**config.mk**
```make
export PLATFORM = sky130hd
export DESIGN_NAME = sct_reduce
export DESIGN_NICKNAME = d
export VERILOG_FILES = /design/src/sv/sct_pkg.sv /design/src/sv/sct_ctl.sv /design/src/sv/sct_mul.sv /design/src/sv/sct_reduce.sv
export SDC_FILE = /design/constraint.sdc
export NUM_CORES = 2
export LEC_CHECK = 0
export ABC_CLOCK_PERIOD_IN_PS = 10420
export BUFFER_PORTS_ARGS = -buffer_cell sky130_fd_sc_hd__clkbuf_2
export CORE_ASPECT_RATIO = 0.9
export CORE_MARGIN = 2
export CORE_UTILIZATION = 25
export DETAILED_ROUTE_END_ITERATION = 10
export MAX_ROUTING_LAYER = met4
export PLACE_DENSITY = 0.41
export RECOVER_POWER = 100
export SYNTH_ARGS = -nofsm -noshare
export SYNTH_HDL_FRONTEND = slang
export SYNTH_SLANG_ARGS = --single-unit
```
**constraint.sdc**
```tcl
create_clock -name aclk -period 10.42 [get_ports aclk]
set_input_delay 1.563 -clock aclk [delete_from_list [all_inputs] [get_ports aclk]]
set_output_delay 1.563 -clock aclk [all_outputs]
set_load 0.05 [all_outputs]
```
**src/sv/sct_pkg.sv**
```systemverilog
// Shared types, constants and helpers for the Taylor sine/cosine pipeline.
// Used by every module of the block; depends on nothing.
package sct_pkg;

    localparam int unsigned SERIES_TERMS_DEF = 6;
    localparam int unsigned ANGLE_WIDTH_DEF  = 32;
    localparam int unsigned MAX_TERMS        = 10;

    // Angle format keeps 8 integer bits (sign included) at any width.
    localparam int unsigned INT_BITS     = 8;
    localparam int unsigned PI_FRAC      = 61;
    localparam logic [63:0] PI_Q61       = 64'h6487ED5110B4611A;
    // Quotient of the fold never exceeds 31: |angle| <= 128 rad.
    localparam int unsigned REDUCE_STEPS = 5;

    // Working format: Q.58, carried as sign and 63-bit magnitude.
    localparam int unsigned WORK_FRAC  = 58;
    localparam int unsigned MAG_W      = 63;
    localparam int unsigned SUM_W      = MAG_W + 1;
    localparam int unsigned HALF_W     = 32;
    localparam int unsigned HI_W       = MAG_W - HALF_W;
    localparam int unsigned PROD_W     = 2 * MAG_W + 1;
    localparam int unsigned MUL_STAGES = 3;

    localparam logic [SUM_W-1:0] WORK_ONE = SUM_W'(1) << WORK_FRAC;
    localparam logic [MAG_W-1:0] MAG_MAX  = '1;

    // Result format Q2.30.
    localparam int unsigned OUT_W     = 32;
    localparam int unsigned OUT_FRAC  = 30;
    localparam int unsigned OUT_SHIFT = WORK_FRAC - OUT_FRAC;
    localparam int unsigned RND_W     = SUM_W - OUT_SHIFT;
    localparam logic [RND_W-1:0] POS_LIM = RND_W'(33'h07FFFFFFF);
    localparam logic [RND_W-1:0] NEG_LIM = RND_W'(33'h080000000);

    // 2^58 / (2i(2i+1)) and 2^58 / (2i(2i-1)), rounded half up.
    localparam logic [MAG_W-1:0] RECIP_SIN [1:MAX_TERMS] = '{
        MAG_W'((WORK_ONE + 64'd3)   / 64'd6),
        MAG_W'((WORK_ONE + 64'd10)  / 64'd20),
        MAG_W'((WORK_ONE + 64'd21)  / 64'd42),
        MAG_W'((WORK_ONE + 64'd36)  / 64'd72),
        MAG_W'((WORK_ONE + 64'd55)  / 64'd110),
        MAG_W'((WORK_ONE + 64'd78)  / 64'd156),
        MAG_W'((WORK_ONE + 64'd105) / 64'd210),
        MAG_W'((WORK_ONE + 64'd136) / 64'd272),
        MAG_W'((WORK_ONE + 64'd171) / 64'd342),
        MAG_W'((WORK_ONE + 64'd210) / 64'd420)
    };
    localparam logic [MAG_W-1:0] RECIP_COS [1:MAX_TERMS] = '{
        MAG_W'((WORK_ONE + 64'd1)   / 64'd2),
        MAG_W'((WORK_ONE + 64'd6)   / 64'd12),
        MAG_W'((WORK_ONE + 64'd15)  / 64'd30),
        MAG_W'((WORK_ONE + 64'd28)  / 64'd56),
        MAG_W'((WORK_ONE + 64'd45)  / 64'd90),
        MAG_W'((WORK_ONE + 64'd66)  / 64'd132),
        MAG_W'((WORK_ONE + 64'd91)  / 64'd182),
        MAG_W'((WORK_ONE + 64'd120) / 64'd240),
        MAG_W'((WORK_ONE + 64'd153) / 64'd306),
        MAG_W'((WORK_ONE + 64'd190) / 64'd380)
    };

    typedef struct packed {
        logic             neg;
        logic [MAG_W-1:0] mag;
    } sm_t;

    // Word passed from cell to cell.
    typedef struct packed {
        sm_t              xsq;
        sm_t              term_s;
        sm_t              term_c;
        logic [SUM_W-1:0] sum_s;
        logic [SUM_W-1:0] sum_c;
    } cell_word_t;

    // Two's complement accumulate of a sign-magnitude value, one adder.
    function automatic logic [SUM_W-1:0] sm_accum(input logic [SUM_W-1:0] acc,
                                                  input sm_t v);
        logic [SUM_W-1:0] addend;
        addend = {1'b0, v.mag};
        if (v.neg) begin
            addend = ~addend;
        end
        return acc + addend + SUM_W'(v.neg);
    endfunction

endpackage

```
**src/sv/sct_ctl.sv**
```systemverilog
// Valid bits and load enables for a run of pipeline stages with bubble squeeze.
// Depends on sct_pkg.
module sct_ctl #(
    parameter int unsigned STAGES = sct_pkg::MUL_STAGES
) (
    input  logic              aclk,
    input  logic              aresetn,
    input  logic              in_valid,
    output logic              in_ready,
    output logic              out_valid,
    input  logic              out_ready,
    output logic [STAGES-1:0] en
);

    logic [STAGES-1:0] valid_reg;
    logic [STAGES-1:0] valid_next;

    // a stage loads when empty or when its contents move on
    always_comb begin
        en[STAGES-1] = !valid_reg[STAGES-1] || out_ready;
        for (int k = STAGES - 2; k >= 0; k--) begin
            en[k] = !valid_reg[k] || en[k + 1];
        end
        valid_next = (en & {valid_reg[STAGES-2:0], in_valid}) | (~en & valid_reg);
    end

    always_ff @(posedge aclk) begin
        if (!aresetn) begin
            valid_reg <= '0;
        end else begin
            valid_reg <= valid_next;
        end
    end

    assign in_ready  = en[0];
    assign out_valid = valid_reg[STAGES-1];

endmodule

```
**src/sv/sct_mul.sv**
```systemverilog
// Three-stage Q.58 sign-magnitude multiplier: partial products, rounded sum, saturate.
// Depends on sct_pkg.
module sct_mul (
    input  logic                               aclk,
    input  logic [sct_pkg::MUL_STAGES-1:0]     en,
    input  sct_pkg::sm_t                       a,
    input  sct_pkg::sm_t                       b,
    output sct_pkg::sm_t                       p
);

    localparam int unsigned HALF_W = sct_pkg::HALF_W;
    localparam int unsigned HI_W   = sct_pkg::HI_W;
    localparam int unsigned MAG_W  = sct_pkg::MAG_W;
    localparam int unsigned PROD_W = sct_pkg::PROD_W;
    localparam int unsigned FRAC   = sct_pkg::WORK_FRAC;
    localparam logic [PROD_W-1:0] ROUND = PROD_W'(1) << (FRAC - 1);

    logic [2*HALF_W-1:0]    pp00_reg;
    logic [HALF_W+HI_W-1:0] pp01_reg;
    logic [HALF_W+HI_W-1:0] pp10_reg;
    logic [2*HI_W-1:0]      pp11_reg;
    logic                   neg1_reg;
    logic [PROD_W-1:0]      prod_reg;
    logic                   neg2_reg;
    sct_pkg::sm_t           p_reg;

    always_ff @(posedge aclk) begin
        if (en[0]) begin
            pp00_reg <= a.mag[HALF_W-1:0] * b.mag[HALF_W-1:0];
            pp01_reg <= a.mag[HALF_W-1:0] * b.mag[MAG_W-1:HALF_W];
            pp10_reg <= a.mag[MAG_W-1:HALF_W] * b.mag[HALF_W-1:0];
            pp11_reg <= a.mag[MAG_W-1:HALF_W] * b.mag[MAG_W-1:HALF_W];
            neg1_reg <= a.neg ^ b.neg;
        end
        if (en[1]) begin
            // round-half-up on the magnitude = ties away from zero
            prod_reg <= PROD_W'(pp00_reg)
                      + (PROD_W'(pp01_reg) << HALF_W)
                      + (PROD_W'(pp10_reg) << HALF_W)
                      + (PROD_W'(pp11_reg) << (2 * HALF_W))
                      + ROUND;
            neg2_reg <= neg1_reg;
        end
        if (en[2]) begin
            p_reg.neg <= neg2_reg;
            if (|prod_reg[PROD_W-1:FRAC+MAG_W]) begin
                p_reg.mag <= sct_pkg::MAG_MAX;
            end else begin
                p_reg.mag <= prod_reg[FRAC+MAG_W-1:FRAC];
            end
        end
    end

    assign p = p_reg;

endmodule

```
**src/sv/sct_reduce.sv**
```systemverilog
// Angle folding into [-pi, pi] by restoring division against 2*pi, then x squared.
// Depends on sct_pkg, sct_ctl, sct_mul.
module sct_reduce #(
    parameter int unsigned ANGLE_WIDTH = sct_pkg::ANGLE_WIDTH_DEF
) (
    input  logic                   aclk,
    input  logic                   aresetn,
    input  logic                   in_valid,
    output logic                   in_ready,
    input  logic [ANGLE_WIDTH-1:0] in_angle,
    output logic                   out_valid,
    input  logic                   out_ready,
    output sct_pkg::cell_word_t    out_word
);

    localparam int unsigned W          = ANGLE_WIDTH;
    localparam int unsigned ANGLE_FRAC = W - sct_pkg::INT_BITS;
    localparam int unsigned PI_SHIFT   = sct_pkg::PI_FRAC - ANGLE_FRAC;
    localparam int unsigned WORK_SHIFT = sct_pkg::WORK_FRAC - ANGLE_FRAC;
    localparam int unsigned STEPS      = sct_pkg::REDUCE_STEPS;
    localparam int unsigned FOLD       = STEPS + 1;
    localparam int unsigned MS         = sct_pkg::MUL_STAGES;
    localparam int unsigned STAGES     = FOLD + 1 + MS;
    localparam int unsigned MAG_W      = sct_pkg::MAG_W;

    localparam logic [W-1:0] PI_A =
        W'((sct_pkg::PI_Q61 + (64'd1 << (PI_SHIFT - 1))) >> PI_SHIFT);
    localparam logic [W-1:0] PI_M1  = W'(PI_A - 1);
    localparam logic [W-1:0] TWO_PI = W'(PI_A << 1);
    localparam logic [W:0]   PM1_EXT = {1'b0, PI_M1};

    logic [STAGES-1:0] en;

    logic [W-1:0]  rem_reg [0:STEPS];
    logic          neg_reg [0:STEPS];
    logic [W-1:0]  rem_next [1:STEPS];
    logic [W:0]    ext;
    logic [W:0]    u_sum;
    logic          ge;
    logic [W-1:0]  r_mag;
    sct_pkg::sm_t  fold_next;
    sct_pkg::sm_t  fold_reg;
    sct_pkg::sm_t  xc_reg [0:MS-1];
    sct_pkg::sm_t  xsq;

    sct_ctl #(.STAGES(STAGES)) u_ctl (
        .aclk      (aclk),
        .aresetn   (aresetn),
        .in_valid  (in_valid),
        .in_ready  (in_ready),
        .out_valid (out_valid),
        .out_ready (out_ready),
        .en        (en)
    );

    // fold |x| by u = |x| + pi - 1; u mod 2*pi - (pi - 1) lands in (-pi, pi]
    always_comb begin
        ext   = {in_angle[W-1], in_angle};
        u_sum = in_angle[W-1] ? (PM1_EXT - ext) : (ext + PM1_EXT);
        for (int j = 1; j <= STEPS; j++) begin
            rem_next[j] = (rem_reg[j-1] >= W'(TWO_PI << (STEPS - j)))
                        ? rem_reg[j-1] - W'(TWO_PI << (STEPS - j))
                        : rem_reg[j-1];
        end
        ge    = rem_reg[STEPS] >= PI_M1;
        r_mag = ge ? (rem_reg[STEPS] - PI_M1) : (PI_M1 - rem_reg[STEPS]);
        fold_next.neg = neg_reg[STEPS] ^ !ge;
        fold_next.mag = MAG_W'(r_mag) << WORK_SHIFT;
    end

    always_ff @(posedge aclk) begin
        if (en[0]) begin
            rem_reg[0] <= u_sum[W-1:0];
            neg_reg[0] <= in_angle[W-1];
        end
        for (int j = 1; j <= STEPS; j++) begin
            if (en[j]) begin
                rem_reg[j] <= rem_next[j];
                neg_reg[j] <= neg_reg[j-1];
            end
        end
        if (en[FOLD]) begin
            fold_reg <= fold_next;
        end
        if (en[FOLD+1]) begin
            xc_reg[0] <= fold_reg;
        end
        for (int k = 1; k < MS; k++) begin
            if (en[FOLD+1+k]) begin
                xc_reg[k] <= xc_reg[k-1];
            end
        end
    end

    sct_mul u_square (
        .aclk (aclk),
        .en   (en[STAGES-1:FOLD+1]),
        .a    (fold_reg),
        .b    (fold_reg),
        .p    (xsq)
    );

    always_comb begin
        out_word.xsq        = xsq;
        out_word.term_s     = xc_reg[MS-1];
        out_word.term_c.neg = 1'b0;
        out_word.term_c.mag = MAG_W'(sct_pkg::WORK_ONE);
        out_word.sum_s      = '0;
        out_word.sum_c      = '0;
    end

endmodule

```
# ---- After elaboration in Yosys (flattened, before gate mapping)
# Memories as Yosys holds them, arrays and structs flattened.
# Cells that the tools add are included.
dict set report word_totals {
  register_bits 288
  ramBits 390
  output_inout_bits 322
  mem_count 3
}
dict set report classes {
  n_addsub 10
  n_mul 1
  order_cmp 6
  muxes 25
  bitwise_logic 5
  reduce_logical 22
}
# memory words word_bits read_ports rd_ports_with_merged_regs wr line
set mem_list {}
lappend mem_list {rem_reg 6 32 6 0 6 sct_reduce.sv:34} ;# logic [W-1:0] rem_reg [0:STEPS];
lappend mem_list {xc_reg 3 64 3 0 3 sct_reduce.sv:43} ;# sct_pkg::sm_t xc_reg [0:MS-1];
lappend mem_list {neg_reg 6 1 6 0 6 sct_reduce.sv:35} ;# logic neg_reg [0:STEPS];
# op count
set ops {}
lappend ops {{$mux W32} 6}
lappend ops {{$add A126 B58 Y127 const B} 1}
lappend ops {{$mul A29 B29 Y58} 1}
lappend ops {{$add A32 B27 Y32 const B} 1}
lappend ops {{$ge A32 B26 Y1 const B} 1}
lappend ops {{$ge A32 B27 Y1 const B} 1}
lappend ops {{$ge A32 B28 Y1 const B} 1}
lappend ops {{$ge A32 B29 Y1 const B} 1}
lappend ops {{$ge A32 B30 Y1 const B} 1}
lappend ops {{$ge A32 B31 Y1 const B} 1}
lappend ops {{$sub A27 B32 Y32 const A} 1}
lappend ops {{$sub A32 B27 Y32 const B} 1}
lappend ops {{$sub A32 B28 Y32 const B} 1}
lappend ops {{$sub A32 B29 Y32 const B} 1}
lappend ops {{$sub A32 B30 Y32 const B} 1}
lappend ops {{$sub A32 B31 Y32 const B} 1}
lappend ops {{$mux W29} 1}
lappend ops {{$sub A26 B29 Y29 const A} 1}
lappend ops {{$sub A29 B26 Y29 const B} 1}
lappend ops {{$and A10 B10 Y10} 2}
lappend ops {{$mux W1} 18}
lappend ops {{$logic_not A1 Y1} 11}
lappend ops {{$logic_or A1 B1 Y1} 10}
lappend ops {{$not A10 Y10} 1}
lappend ops {{3 further kinds} 3}

# ---- Longest topological paths before layout
dict set report depth {
  word_depth 14
  depth_mapped 29
}

# ---- Modules after synthesis
# A second synthesis with hierarchy kept.
dict set report hier_totals {
  cells_unflattened 17049
  area_unflattened_um2 163206.5
}
# module n_inst cells_each area_per_inst_um2 seq_area_each_um2
set modules_own_cells {}
lappend modules_own_cells {sct_mul 1 15452 145006.6 10660.2}
lappend modules_own_cells {sct_reduce 1 1549 17764.5 9549.2}
lappend modules_own_cells {sct_ctl 1 48 435.4 200.2}

# ---- Worst setup path after synthesis
# OpenSTA, ideal clock, no wires.
dict set report synth_path {
  path_type {reg2reg}
  startpoint {register fold_reg[45] (netlist bit)}
  endpoint {register u_square.pp11_reg[60], data pin}
  arrival_ns 7.373
  path_slack_ns 2.789
  stages_incl_launch_ff 28
  synth_period_minus_slack_ns 7.631
  path_cell_list {edfxtp_1 > clkbuf_1 > clkbuf_1 > nand2_1 > fa_1 > inv_1 > fa_1 > inv_1 > fa_1 > fa_1 > fa_1 > inv_1 > fa_1 > fa_1 > inv_1 > fa_1 > inv_1 > ha_1 > clkbuf_1 > a21oi_1 > o21ai_1 > a21oi_1 > o221ai_1 > a21o_1 > o21ai_1 > or4_1 > a41o_1 > xnor2_1}
}
dict set report synth_via {
  elab_chain_len 1
}
# item line
set synth_lines {}
lappend synth_lines {{from (decl)} sct_reduce.sv:42} ;# sct_pkg::sm_t fold_reg;
lappend synth_lines {{from (signal assigned)} sct_reduce.sv:83} ;# fold_reg <= fold_next;
lappend synth_lines {{$mul A29 B29 Y58} sct_mul.sv:32} ;# pp11_reg <= a.mag[MAG_W-1:HALF_W] * b.mag[MAG_W-1:HALF_W];
lappend synth_lines {{to (signal assigned)} sct_mul.sv:32}
lappend synth_lines {{to (decl)} sct_mul.sv:21} ;# logic [2*HI_W-1:0] pp11_reg;
# Every way passes these cells.
# A chain may end at the register's enable or synchronous reset.

# ---- Worst setup path after layout
dict set report layout_path {
  startpoint {register fold_reg[54] (netlist bit)}
  endpoint {register u_square.pp11_reg[60], data pin}
}
# Same word-level chain as after synthesis.

==> flow_summary_export.csv <==
group,metric,value,unit
run_status,outcome,"finished, violations left",
run_status,violations,"capacitance limit, slew limit",
timing,slew_violations,748,
global_routing,grt_pass1_wl,183,mm
timing,fin_skew,0.0532,ns
cts,worstSkewPairLatency,0.71,ns
final_layout,drive_above_1_share,3.74,%
global_routing,grt_antenna_before_repair,6,
final_layout,fin_nets,5372,
cts,cts_made_buffers,60,
placement,port_buffers,130,
timing,period_needed,9.33,ns
floorplanning,start_util,25.2,%
cts,cts_tree,"built",
setup_path,crit_type,"reg2reg",
yosys,async_reset_ff_share,0,%
cts,post_cts_buffers,0,
drt,wl_per_cell,17.2,microns
cts,cts_resized,0,
timing,fin_tns_setup,0,ns
placement,placedCellCount,6789,
yosys,synthesis.area,0.0468,sq mm
setup_path,cp-end-kind,"flop",
yosys,synth_warnings,0,
yosys,yosysSeqAreaShare,31.4,%
global_routing,grt_pass1_vias,30600,
hold_path,hold_class,"reg2reg",
yosys,ys_types,77,
setup_path,start_kind,"flop",
yosys,postSynthCellCount,4363,
floorplanning,die_h,414,microns
floorplanning,die_x,460,microns
placement,gp_congestion,0.868,
setup_path,cpPeakStageDelay,1.53,ns
timing,period_share,89.5,%
flow_run,drv_cap,20,
timing,maxSlewHeadroom,-144,%
global_routing,grt_util_all_layers,12.8,%
final_layout,stdcell_count,6901,
global_routing,grt_max_degree,59,
cts,cts_buffer_depth,3,
drt,drt-pass1-iter-count,5,
setup_path,cp.arrival,9.76,ns
setup_path,crit_required,10.85,ns
final_layout,diodes,0,
timing,setup_viol,0,
timing,worst_pin_slew,3.66,ns
drt,vias_per_cell,4.11,
drt,vias,28400,
setup_path,slowest_stage,"clkbuf_1",
timing,fmax,0.107,GHz
setup_path,cpMostUsedCell,"fa_1",
drt,drc,0,
floorplanning,die-area,0.191,sq mm
drt,drt-total-wl,119,mm
yosys,synth_edf_count,483,
floorplanning,core_region_area,0.186,sq mm
final_layout,layout_commonest_cell,"inv_1",
timing,rsz0062_at_grt,"false",
global_routing,gr-total-overflow,0,
yosys,postSynthAreaPerCell,10.7,sq um
cts,cts.sinks,493,
placement,place_hpwl,95.4,mm
drt,drt_iter0_drc,1387,
floorplanning,io_pins,358,
cts,clockRootBuffer,"clkbuf_16",
cts,h-tree-depth,2,
yosys,ys.flop_type,"edfxtp_1",
final_layout,syn_to_final_growth,8.71,%
final_layout,largest_reg_flops,192,
setup_path,critPathMaxFanout,24,
timing,hold_violations,0,
drt,ant_nets,0,
floorplanning,placementRows,150,
cts,hold_buffers,0,
final_layout,mostFrequentLayoutCells,"inv_1, fa_1, edfxtp_1, nand2_1, ha_1",
cts,clkSlewWorstSetupHoldPaths,0.06,ns
yosys,ys_seq_elements,493,
cell type report:
class / instances / area (sq um)
clock buffer: 80 / 1610
clock inverter: 32 / 359
fill: 19700 / 135000
inverter: 830 / 3120
multi-input combinational: 2846 / 27200
sequential: 493 / 14700
tap: 2432 / 3040
timing repair buffer: 188 / 833
kinds of logic (layout without fill, tap and decap cells):
logic type	count (synthesis)	count (layout)	synth area share (%)
AOI/OAI and AO/OA	439	439	5.94
xor gates and xnor gates	259	259	4.85
adders and majority gates	917	917	35.0
buffers and inverters	1249	1130	12.2
DFF	493	493	31.4
muxes	15	15	0.345
other	2	227	0.0161
and+or+nand+nor	989	989	10.3
routing by layer:
| layer | GRT usage (%) | wire length (microns) | up-vias |
|---|---|---|---|
| met1 | 17.0 | 55300 | 14200 |
| met5 | - | 0 | - |
| li1 | - | - | 13500 |
| met3 | 1.96 | 5300 | 147 |
| met2 | 20.3 | 55100 | 542 |
| met4 | 3.45 | 3250 | 0 |
synth_stat cells (all sizes together) (9+ instances only):
library cell  count  share of area [%]
inv             830                6.7
nand2           367                2.9
nand4            26               0.35
ha              267                7.1
xnor2           140                2.6
o21bai           17               0.27
nor4             18               0.27
a211oi            9               0.14
mux2              9               0.22
o31ai            15               0.24
a21boi           11               0.18
o21ai            89               0.95
edfxtp          483                 31
buf             280                4.4
or3              60               0.80
and2            198                2.6
a21oi           151                1.6
a21o             43               0.69
a31oi            19               0.25
clkbuf          139                1.1
and3             17               0.23
nor2b            19               0.25
nor2            180                1.4
o21a             20               0.32
nand3            28               0.31
dfxtp            10               0.43
xor2            119                2.2
nand2b           13               0.17
fa              650                 28
nor3             36               0.40
per-stage QoR:
| step | hold slack [ns] | setup slack (ns) | instance area (sq um) | utilization (%) |
|---|---|---|---|---|
| floorplan | 0.400 | 2.79 | 47600 | - |
| global placement | 0.402 | 1.74 | 49200 | 26.5 |
| detailed placement | 0.405 | 1.69 | 49200 | 26.5 |
| CTS | 0.416 | 1.65 | 51200 | 27.5 |
| global route | 0.424 | 0.656 | 50900 | 27.4 |
| finish | 0.410 | 1.09 | 50900 | 27.4 |
worst paths after layout:
path                          from                     to  slack (ns)  cells after the start
max                   fold_reg[54]  u_square.pp11_reg[60]        1.09                     25
min          u_square.pp11_reg[18]  u_square.prod_reg[82]        0.41                      0
min reg2reg  u_square.pp11_reg[18]  u_square.prod_reg[82]        0.41                      0
max reg2reg           fold_reg[54]  u_square.pp11_reg[60]        1.09                     25
worst max-delay path, delay by kind of cell, from the launching register on:
| kind | cells | cell delay [ns] |
|---|---|---|
| flops | 1 | 0.34 |
| compound gates | 5 | 0.93 |
| buf+inv | 6 | 1.94 |
| simple gates | 4 | 1.25 |
| fa+ha+maj | 9 | 4.49 |
| xor+xnor | 1 | 0.12 |
Power is left out: the tool's default activity adds up to more than one toggle a clock period on the data nets, which glitch-free logic cannot reach.
