--- config.mk ---
export PLATFORM = sky130hd
export DESIGN_NAME = sct_ctl
export DESIGN_NICKNAME = d
export VERILOG_FILES = /design/src/sv/sct_pkg.sv /design/src/sv/sct_ctl.sv
export SDC_FILE = /design/constraint.sdc
export NUM_CORES = 1
export LEC_CHECK = 0
export ABC_AREA = 1
export BUFFER_PORTS_ARGS = -buffer_cell sky130_fd_sc_hd__buf_4
export CORE_AREA = 5 5 42 44
export DETAILED_ROUTE_END_ITERATION = 8
export DIE_AREA = 0 0 47 49
export PLACE_DENSITY = 0.3
export SKIP_LAST_GASP = 1
export SLEW_MARGIN = 10
export SYNTH_ARGS = -nofsm -noshare
export SYNTH_HDL_FRONTEND = slang
export SYNTH_SLANG_ARGS = --single-unit
--- constraint.sdc ---
create_clock -name aclk -period 2.5 [get_ports aclk]
set_clock_uncertainty 0.2 [all_clocks]
set_input_delay 0.25 -clock aclk [delete_from_list [all_inputs] [get_ports aclk]]
set_output_delay 0.25 -clock aclk [all_outputs]
set_load 0.005 [all_outputs]
--- src/sv/sct_pkg.sv ---
// Shared types, constants and helpers for the Taylor sine/cosine pipeline.
// Used by every module of the block; depends on nothing.
package sct_pkg;

    localparam int unsigned SERIES_TERMS_DEF = 6;
    localparam int unsigned ANGLE_WIDTH_DEF  = 32;
    localparam int unsigned MAX_TERMS        = 10;

    // Angle format keeps 8 integer bits (sign included) at any width.
    localparam int unsigned INT_BITS     = 8;
    localparam int unsigned PI_FRAC      = 61;
    localparam logic [63:0] PI_Q61       = 64'h6487ED5110B4611A;
    // Quotient of the fold never exceeds 31: |angle| <= 128 rad.
    localparam int unsigned REDUCE_STEPS = 5;

    // Working format: Q.58, carried as sign and 63-bit magnitude.
    localparam int unsigned WORK_FRAC  = 58;
    localparam int unsigned MAG_W      = 63;
    localparam int unsigned SUM_W      = MAG_W + 1;
    localparam int unsigned HALF_W     = 32;
    localparam int unsigned HI_W       = MAG_W - HALF_W;
    localparam int unsigned PROD_W     = 2 * MAG_W + 1;
    localparam int unsigned MUL_STAGES = 3;

    localparam logic [SUM_W-1:0] WORK_ONE = SUM_W'(1) << WORK_FRAC;
    localparam logic [MAG_W-1:0] MAG_MAX  = '1;

    // Result format Q2.30.
    localparam int unsigned OUT_W     = 32;
    localparam int unsigned OUT_FRAC  = 30;
    localparam int unsigned OUT_SHIFT = WORK_FRAC - OUT_FRAC;
    localparam int unsigned RND_W     = SUM_W - OUT_SHIFT;
    localparam logic [RND_W-1:0] POS_LIM = RND_W'(33'h07FFFFFFF);
    localparam logic [RND_W-1:0] NEG_LIM = RND_W'(33'h080000000);

    // 2^58 / (2i(2i+1)) and 2^58 / (2i(2i-1)), rounded half up.
    localparam logic [MAG_W-1:0] RECIP_SIN [1:MAX_TERMS] = '{
        MAG_W'((WORK_ONE + 64'd3)   / 64'd6),
        MAG_W'((WORK_ONE + 64'd10)  / 64'd20),
        MAG_W'((WORK_ONE + 64'd21)  / 64'd42),
        MAG_W'((WORK_ONE + 64'd36)  / 64'd72),
        MAG_W'((WORK_ONE + 64'd55)  / 64'd110),
        MAG_W'((WORK_ONE + 64'd78)  / 64'd156),
        MAG_W'((WORK_ONE + 64'd105) / 64'd210),
        MAG_W'((WORK_ONE + 64'd136) / 64'd272),
        MAG_W'((WORK_ONE + 64'd171) / 64'd342),
        MAG_W'((WORK_ONE + 64'd210) / 64'd420)
    };
    localparam logic [MAG_W-1:0] RECIP_COS [1:MAX_TERMS] = '{
        MAG_W'((WORK_ONE + 64'd1)   / 64'd2),
        MAG_W'((WORK_ONE + 64'd6)   / 64'd12),
        MAG_W'((WORK_ONE + 64'd15)  / 64'd30),
        MAG_W'((WORK_ONE + 64'd28)  / 64'd56),
        MAG_W'((WORK_ONE + 64'd45)  / 64'd90),
        MAG_W'((WORK_ONE + 64'd66)  / 64'd132),
        MAG_W'((WORK_ONE + 64'd91)  / 64'd182),
        MAG_W'((WORK_ONE + 64'd120) / 64'd240),
        MAG_W'((WORK_ONE + 64'd153) / 64'd306),
        MAG_W'((WORK_ONE + 64'd190) / 64'd380)
    };

    typedef struct packed {
        logic             neg;
        logic [MAG_W-1:0] mag;
    } sm_t;

    // Word passed from cell to cell.
    typedef struct packed {
        sm_t              xsq;
        sm_t              term_s;
        sm_t              term_c;
        logic [SUM_W-1:0] sum_s;
        logic [SUM_W-1:0] sum_c;
    } cell_word_t;

    // Two's complement accumulate of a sign-magnitude value, one adder.
    function automatic logic [SUM_W-1:0] sm_accum(input logic [SUM_W-1:0] acc,
                                                  input sm_t v);
        logic [SUM_W-1:0] addend;
        addend = {1'b0, v.mag};
        if (v.neg) begin
            addend = ~addend;
        end
        return acc + addend + SUM_W'(v.neg);
    endfunction

endpackage

--- src/sv/sct_ctl.sv ---
// Valid bits and load enables for a run of pipeline stages with bubble squeeze.
// Depends on sct_pkg.
module sct_ctl #(
    parameter int unsigned STAGES = sct_pkg::MUL_STAGES
) (
    input  logic              aclk,
    input  logic              aresetn,
    input  logic              in_valid,
    output logic              in_ready,
    output logic              out_valid,
    input  logic              out_ready,
    output logic [STAGES-1:0] en
);

    logic [STAGES-1:0] valid_reg;
    logic [STAGES-1:0] valid_next;

    // a stage loads when empty or when its contents move on
    always_comb begin
        en[STAGES-1] = !valid_reg[STAGES-1] || out_ready;
        for (int k = STAGES - 2; k >= 0; k--) begin
            en[k] = !valid_reg[k] || en[k + 1];
        end
        valid_next = (en & {valid_reg[STAGES-2:0], in_valid}) | (~en & valid_reg);
    end

    always_ff @(posedge aclk) begin
        if (!aresetn) begin
            valid_reg <= '0;
        end else begin
            valid_reg <= valid_next;
        end
    end

    assign in_ready  = en[0];
    assign out_valid = valid_reg[STAGES-1];

endmodule

# Word-level counts from Yosys, hierarchy flattened
# Cells that the tools add are included.
[classes]
n_bitwise = 4
reduce_logical = 6
[ops]
columns = ["op", "count"]
rows = [
  ["$and 3x3->3", 2],
  ["$logic_not 1->1", 3],
  ["$logic_or 1x1->1", 3],
  ["$not 3->3", 1],
  ["$or 3x3->3", 1],
]
[totals]
regBits = 3
in_bits = 4
output_inout_bits = 5
word_cells = 11

# Longest topological paths before layout
# Gate-level depths: netlist of run 1.
[depth]
ltp_word = 7
depth_mapped = 3
depth_no_buf = 3

# Worst setup path after synthesis of run 1
# OpenSTA, ideal clock, no wires.
[synth_path]
kind = "reg2out"
from = "reg with a tool-made name"
to = "out en[0]"
arrival_ns = 0.658
t_required_ns = 2.050
setup_slack_ns = 1.392
path_stages_with_launch = 3
path_buffers = 1
cell_sequence = "dfxtp_1 > nand4_2 > buf_4"
[synth_rtl]
columns = ["item", "line", "source"]
rows = [
  ["to (decl)", "sct_ctl.sv:12", "output logic [STAGES-1:0] en"],
]

==> results.py, run 1 <==
metrics = {
    "routing": {
        "drtIter0Drc": 0,
        "routed_wl_um": 317,
        "post-route-drc-count": 0,
        "drtPass1Iterations": 1,
        "vias": 131,
        "vias_per_cell": 3.119,
        "wire_per_inst_um": 7.548,
        "ant_nets": 0,
    },
    "finish": {
        "num-nets-final": 31,
        "fill_cells": 176,
        "drive_gt1_share_pct": 46.15,
        "syn_to_final_growth_pct": 80.61,
        "n_antenna_cell": 0,
    },
    "critical_path": {
        "crit_cells": 2,
        "reg2regPathDepth": 2,
        "worst-path-buf-inv": 1,
        "crit_slowest_cell": "dfxtp_1",
        "start_kind": "register",
        "worst_ep_required_time_ps": 2050,
        "cp_top_family": "flip-flops",
        "slowest_delay_ps": 380,
        "path_max_fanout": 4,
        "critPathCapture": "in_ready",
        "endpoint_kind": "output pin",
        "r2r_slack_ps": 1570,
        "criticalPathCategory": "reg -> out",
        "arrival_ps": 910,
        "crit_chain": "nand4_2 -> buf_4",
    },
    "clock_tree": {
        "clock_path_buffers": 2,
        "cts.repair.resized": 0,
        "numCtsBuffers": 3,
        "cts_hold_buffers": 0,
        "cts_tree": "yes",
        "clk_pin_slew_ps": 40,
        "post-cts-setup-buffer-count": 0,
        "htreeDepth": 1,
        "cts.root.buffer_cell": "clkbuf_4",
        "clock_latency_ps": 230,
        "clock_sinks": 3,
    },
    "timing": {
        "min_period_over_period_pct": 54.38,
        "setup_viol": 0,
        "max_slew_margin_pct": 89.98,
        "rsz0062_at_grt": "no",
        "whs_ps": 70.69,
        "slew_violations": 0,
        "worst_slew_pin_slew_ps": 150.0,
        "finalHoldViolCount": 0,
        "fin_crit_ps": 1359,
        "fmax_ghz": 0.7356,
        "setup_tns_ps": 0,
    },
    "synth": {
        "yosysWarningCount": 0,
        "synth_seq_area_share_pct": 48.98,
        "syn_area_per_cell_sq_um": 8.175,
        "ys_types": 7,
        "synth_nets": 19,
        "ys_ff_latch": 3,
        "netlist_area_sq_um": 122.6,
        "postSynthCellCount": 15,
    },
    "power": {
        "ir_worst_vdd_mv": 0.1369,
        "p_leak_nw": 0.1120,
        "powerDensity_nw_per_um2": 655.8,
        "p_total_uw": 145.2,
    },
    "die": {
        "start_util_pct": 8.750,
        "die_area_sq_um": 2303,
        "die_x_um": 47,
        "pin_count": 9,
        "die_h_um": 49,
        "num_rows": 14,
        "core_sq_um": 1401,
    },
    "grt": {
        "grt_overflow": 0,
        "grt_antenna_before_repair": 0,
        "grt_pass1_vias": 173,
        "grt_max_degree": 5,
        "grt_pass1_wl_um": 538,
        "track_usage_pct": 3.378,
    },
    "place": {
        "dp_hpwl_um": 256.5,
        "port_buffers": 8,
        "gp_congestion": 0.6676,
    },
    "status": {
        "status": "complete, no violations",
    },
    "flow_run": {
        "maxCapViolations": 0,
    },
    "worst_hold_path": {
        "worstHoldPathType": "in -> reg",
    },
}
through the flow:
stage	cell area, sq um	std cells	worst slack [ps]	util (%)
detailed placement	195.2	38	1320	13.93
global route	221.5	42	1078	15.80
global placement	195.2	38	1325	13.93
floorplan	122.6	15	1392	-
finish	221.5	42	1141	15.80
CTS	221.5	42	1118	15.80
power by group:
part / leakage, nW / switching (mW) / internal (mW)
logic: 0.0723 / 0.00364 / 0.00563
registers: 0.0247 / 0.00187 / 0.0504
clock network: 0.0150 / 0.0239 / 0.0597
layout by cell type (no fill, tap or decap):
cell	count
nand3_1	1
a21oi_1	3
nand4_2	1
inv_1	5
nand2_1	1
buf_4	8
dfxtp_1	3
clkbuf_1	1
clkbuf_4	3
cells by family (layout without fill, tap and decap cells):
group | count (synthesis) | count (layout) | synth area share, %
compound gates | 3 | 3 | 12.24
flops | 3 | 3 | 48.98
buf+inv | 6 | 17 | 21.43
simple gates | 3 | 3 | 17.34
final cells by class:
type | count | area, sq um | area share (%)
clock buffers | 4 | 26.28 | 11.86
well taps | 16 | 20.02 | 9.040
repair buffers | 8 | 60.06 | 27.12
multi-input cells | 6 | 36.28 | 16.38
flip-flops and latches | 3 | 60.06 | 27.12
inverters | 5 | 18.77 | 8.475
worst min path at each step:
| stage | from | end | slack [ps] | cells past startpoint |
|---|---|---|---|---|
| 2_1_floorplan | in_valid | register | 180 | 2 |
| 6_report | in_valid | register | 70 | 3 |
| 3_5_place_dp | register | register | 260 | 2 |
| 3_3_place_gp | register | register | 260 | 2 |
| 5_1_grt | in_valid | register | 90 | 3 |
| 4_1_cts | in_valid | register | 60 | 3 |
cell usage after synthesis:
cell	instances	area [sq um]
nand4_2	1	12.51
inv_1	5	18.77
buf_4	1	7.510
nand2_1	1	3.750
a21oi_1	3	15.01
nand3_1	1	5.000
dfxtp_1	3	60.06
worst min-delay path, cell delays in order:
cell and delay (ps):
buf_4 110, inv_1 40, a21oi_1 50
layer usage:
layer	part of all wire (%)	GRT usage, %
met1	30	1.974
met2	66	6.109
met3	3.5	1.107
met4	0	4.147
met5	0	0
Power figures use the tool's default switching activity.
==> inputs of run 2 (changes only) <==
clock period = 1.3 ns   (was 2.5 ns; I/O delays follow)
==> run 2 against run 1 <==
  * Combinational power up 150%
  * Critical path depth stayed put
  * Clock-buffer cell count stayed put
  * Sequential power increased by 93%
  * Register-to-register slack worse by 1200 ps
  * Via count up 1.5%
  * Sequential share of layout area is 1.9 points lower
  * First-iteration DRC count did not move
  * Clock power increased by 92%
  * Global-route usage up 0.35 points
  * Core utilization grew 1.5 points
  * Total power is 96% higher
==> results.py, run 2 (synthesis results as in run 1) <==
metrics = {
    "routing": {
        "drtIter0Drc": 0,
        "routed_wl_um": 331,
        "post-route-drc-count": 0,
        "vias_per_cell": 3.023,
        "wire_per_inst_um": 7.523,
        "ant_nets": 0,
        "vias": 133,
        "drtPass1Iterations": 1,
    },
    "clock_tree": {
        "htreeDepth": 1,
        "clk_pin_slew_ps": 40,
        "clock_sinks": 3,
        "numCtsBuffers": 3,
        "cts.root.buffer_cell": "clkbuf_4",
        "cts_tree": "yes",
        "clock_path_buffers": 2,
        "clock_latency_ps": 230,
    },
    "finish": {
        "n_antenna_cell": 0,
        "final_common_cell": "buf_4",
        "num-nets-final": 33,
        "mostFrequentLayoutCells": "buf_4 (8), inv_1 (5), a21oi_1 (3), clkbuf_4 (3)",
        "syn_to_final_growth_pct": 97.96,
        "drive_gt1_share_pct": 46.43,
    },
    "status": {
        "status": "complete, no violations",
    },
    "power": {
        "ir_worst_vdd_mv": 0.3429,
        "p_total_uw": 284.5,
        "p_leak_nw": 0.1208,
        "powerDensity_nw_per_um2": 1172,
    },
    "worst_hold_path": {
        "worstHoldPathType": "in -> reg",
        "min-delay-start": "out_ready",
    },
    "grt": {
        "grt_max_degree": 5,
        "grt_pass1_wl_um": 565,
        "track_usage_pct": 3.730,
        "grt_overflow": 0,
        "grt_pass1_vias": 169,
        "grt_antenna_before_repair": 0,
    },
    "critical_path": {
        "arrival_ps": 870,
        "criticalPathCategory": "reg -> out",
        "crit_slowest_cell": "dfxtp_1",
        "slowest_delay_ps": 350,
        "path_max_fanout": 3,
        "worst_ep_required_time_ps": 970,
        "crit_chain": "nand4_2 -> buf_4",
        "endpoint_kind": "output pin",
        "start_kind": "register",
    },
    "timing": {
        "setup_tns_ps": 0,
        "slew_violations": 0,
        "min_period_over_period_pct": 92.04,
        "fmax_ghz": 0.8357,
        "fin_crit_ps": 1197,
        "setup_viol": 0,
        "worst_slew_pin_slew_ps": 112.5,
        "max_slew_margin_pct": 92.49,
        "finalHoldViolCount": 0,
        "rsz0062_at_grt": "no",
    },
    "die": {
        "die_area_sq_um": 2303,
        "start_util_pct": 8.750,
        "die_h_um": 49,
        "die_x_um": 47,
        "pin_count": 9,
        "num_rows": 14,
        "core_sq_um": 1401,
    },
    "place": {
        "port_buffers": 8,
        "gp_congestion": 0.6731,
    },
    "flow_run": {
        "maxCapViolations": 0,
    },
}
==> run 2: cell types whose count changed in the layout (fill, tap and decap cells not counted), sizes merged <==
cell / delta
dlygate4sd3: +2
==> run 2: cell type report <==
cell class | count | area [sq um]
Fill cell | 175 | 1159
Timing Repair Buffer | 10 | 80.08
Sequential cell | 3 | 61.31
Multi-Input combinational cell | 6 | 36.28
Clock buffer | 4 | 26.28
Tap cell | 16 | 20.02
Inverter | 5 | 18.77
==> run 2: worst paths after layout <==
kind                            endpoint  slack (ps)  cells after the start
worst max register to register  register         410                      2
worst max-delay path               en[0]         100                      2
worst min register to register  register         260                      2
worst min-delay path            register           8                      4
==> run 2: routing by layer <==
| metal | vias to the layer above | track usage, % | part of all wire, % |
|---|---|---|---|
| met3 | 0 | 1.107 | 6.9 |
| met1 | 59 | 2.193 | 27 |
| met2 | 3 | 6.335 | 66 |
| li1 | 71 | - | - |
| met4 | 0 | 5.530 | 0 |
| met5 | - | 0 | 0 |
==> run 2: repair_timing <==
item                                    CTS  global route
setup buffers                             0             0
endpoints found under the hold margin     3             0
hold buffers                              2             0
endpoints found under the setup margin    0             2
gates resized for setup                   0             1
==> run 2: worst max-delay path, delay by kind of cell (launching register included) <==
| family | cells | cell delay, ps |
|---|---|---|
| flops | 1 | 350 |
| buf+inv | 1 | 160 |
| simple gates | 1 | 130 |
==> run 2: where the power goes <==
group	switching [mW]	internal, mW	total, mW
clock network	0.0460	0.115	0.161
registers	0.00353	0.0972	0.101
logic	0.00821	0.0148	0.0230
==> run 2: metrics by stage <==
step | hold WS, ps | instance area, sq um | setup WS [ps] | instances | utilization [%]
floorplan | 62.32 | 122.6 | 311.5 | 15 | -
global placement | 190.6 | 195.2 | 309.8 | 38 | 13.93
detailed placement | 194.3 | 195.2 | 299.2 | 38 | 13.93
CTS | 13.20 | 241.5 | 43.26 | 44 | 17.23
global route | 16.85 | 242.7 | 46.88 | 44 | 17.32
finish | 8.435 | 242.7 | 103.4 | 44 | 17.32
==> inputs of run 3 (changes only) <==
ABC_AREA = not set   (was 1)
==> run 3 against run 2 <==
  * Non-clock buffer count is 2 higher
  * Core utilization is 2.1 points higher
  * Register-to-register slack worse by 340 ps
  * Highest routed layer unchanged
==> results.py, run 3 <==
metrics = {
    "timing": {
        "setup_viol": 0,
        "min_period_over_period_pct": 98.77,
        "finalHoldViolCount": 0,
        "fmax_ghz": 0.7788,
        "fin_crit_ps": 1284,
        "slew_violations": 0,
        "worst_slew_pin_slew_ps": 108.8,
        "rsz0062_at_grt": "yes",
        "max_slew_margin_pct": 92.74,
    },
    "synth": {
        "ys_ff_latch": 3,
        "synth_commonest_cells": "dfxtp_1 (3), inv_1 (3), o21a_1 (3)",
        "async_flop_share_pct": 0,
        "synth_seq_area_share_pct": 46.15,
        "netlist_area_sq_um": 130.1,
        "synth-main-ff-cell": "dfxtp_1",
        "ys_types": 7,
        "synth_nets": 17,
        "yosysWarningCount": 0,
        "synth.largest_area_cell": "dfxtp_1",
        "synth_top_area_share_pct": 46.15,
        "synth_area_leaders": "dfxtp_1 (46%), o21a_1 (17%), inv_1 (8.7%)",
        "postSynthCellCount": 13,
        "synth_edf_count": 0,
        "syn_area_per_cell_sq_um": 10.01,
    },
    "clock_tree": {
        "htreeDepth": 1,
        "clock_latency_ps": 230,
        "cts.root.buffer_cell": "clkbuf_4",
        "clk_pin_slew_ps": 40,
        "cts_tree": "yes",
        "clock_sinks": 3,
        "numCtsBuffers": 3,
        "clock_path_buffers": 2,
    },
    "critical_path": {
        "worst_ep_required_time_ps": 970,
        "endpoint_kind": "output pin",
        "arrival_ps": 950,
        "r2r_slack_ps": 70,
        "start_kind": "register",
        "reg2regPathDepth": 4,
        "criticalPathCategory": "reg -> out",
        "path_max_fanout": 3,
    },
    "finish": {
        "fill_cells": 164,
        "multi_input_area_sq_um": 51.30,
        "num-nets-final": 33,
        "final_cells": 44,
        "mostFrequentLayoutCells": "buf_4 (8), o21a_1 (3), clkbuf_4 (3)",
        "n_antenna_cell": 0,
        "syn_to_final_growth_pct": 109.6,
        "drive_gt1_share_pct": 60.71,
        "final_common_cell": "buf_4",
        "final_cell_area_sq_um": 272.8,
        "seq_area_sq_um": 61.31,
    },
    "routing": {
        "drtIter0Drc": 1,
        "routed_wl_um": 323,
        "vias_per_cell": 3.045,
        "highest_layer": "met3",
        "met1_length_um": 149,
        "drtPass1Iterations": 2,
        "wire_per_inst_um": 7.341,
        "vias": 134,
        "route.met2.wl_um": 93,
        "post-route-drc-count": 0,
        "wl_met3_um": 80,
        "ant_nets": 0,
    },
    "flow_run": {
        "maxCapViolations": 0,
    },
    "die": {
        "die_area_sq_um": 2303,
        "pin_count": 9,
        "die_x_um": 47,
        "num_rows": 14,
        "core_sq_um": 1401,
        "start_util_pct": 9.286,
        "die_h_um": 49,
    },
    "place": {
        "placed_cell_area_sq_um": 202.7,
        "gp_congestion": 0.6957,
        "place_inst": 36,
        "dp_hpwl_um": 259.9,
        "port_buffers": 8,
    },
    "grt": {
        "grt_overflow": 0,
        "grt_antenna_before_repair": 0,
        "track_usage_pct": 4.011,
        "grt_pass1_wl_um": 565,
        "grt_pass1_vias": 142,
        "grt_max_degree": 5,
    },
    "power": {
        "powerDensity_nw_per_um2": 1032,
        "p_leak_nw": 0.1270,
        "ir_worst_vdd_mv": 0.3637,
        "p_total_uw": 281.6,
    },
    "worst_hold_path": {
        "hold_depth": 3,
        "min-delay-start": "out_ready",
        "worstHoldPathType": "in -> reg",
    },
    "status": {
        "status": "complete, no violations",
    },
}
-- run 3: per-layer routing --
layer	vias to the layer above	global-route usage, %
met3	0	5.166
met2	9	3.167
li1	72	-
met1	53	4.386
met4	0	4.147
met5	-	0
-- run 3: cells by family after synthesis --
kind of cell | after synthesis | share of synthesized area (%)
and+or+nand+nor | 3 | 22.12
DFF | 3 | 46.16
buffers and inverters | 4 | 14.42
AOI/OAI and AO/OA | 3 | 17.31
-- run 3: final cells by class --
type,instances,area share [%]
clock buffer,4,9.633
inverter,3,4.128
multi-input combinational,6,18.81
sequential,3,22.48
tap,16,7.339
timing repair buffer,12,37.61
-- run 3: critical path: stages, from the launching register on --
cell	delay (ps)
dfxtp_1	330
and4b_1	230
inv_2	60
buf_6	110
-- run 3: stage by stage --
stage               hold WS (ps)  setup TNS, ps  util (%)  setup slack, ps
global placement           139.7              0     14.46            196.4
CTS                        146.4              0     18.39            1.007
finish                     156.9              0     19.46            16.03
detailed placement         146.9              0     14.46            203.3
global route               180.4         -95.64     19.46           -48.95
floorplan                  47.45              0         -            231.3
-- run 3: worst max-delay path by stage --
stage / startpoint / to / slack (ps) / cells past startpoint
final: register / in_ready / 20 / 3
after global routing: register / in_ready / -50 / 3
after CTS: register / in_ready / 1 / 3
after detailed placement: register / in_ready / 200 / 3
after global placement: register / in_ready / 200 / 3
after floorplan: register / en[0] / 230 / 3
-- run 3: power by group --
group / internal [mW] / switching [mW]
registers: 0.0971 / 0.00218
logic: 0.0165 / 0.00605
clock network: 0.115 / 0.0450
-- run 3: timing repair --
action,in CTS,in global routing
resized for setup,1,3
pin swaps,1,1
endpoints found under the hold margin,3,0
setup buffers,1,1
hold buffers,2,0
gates cloned,0,0
setup endpoints to repair,2,2
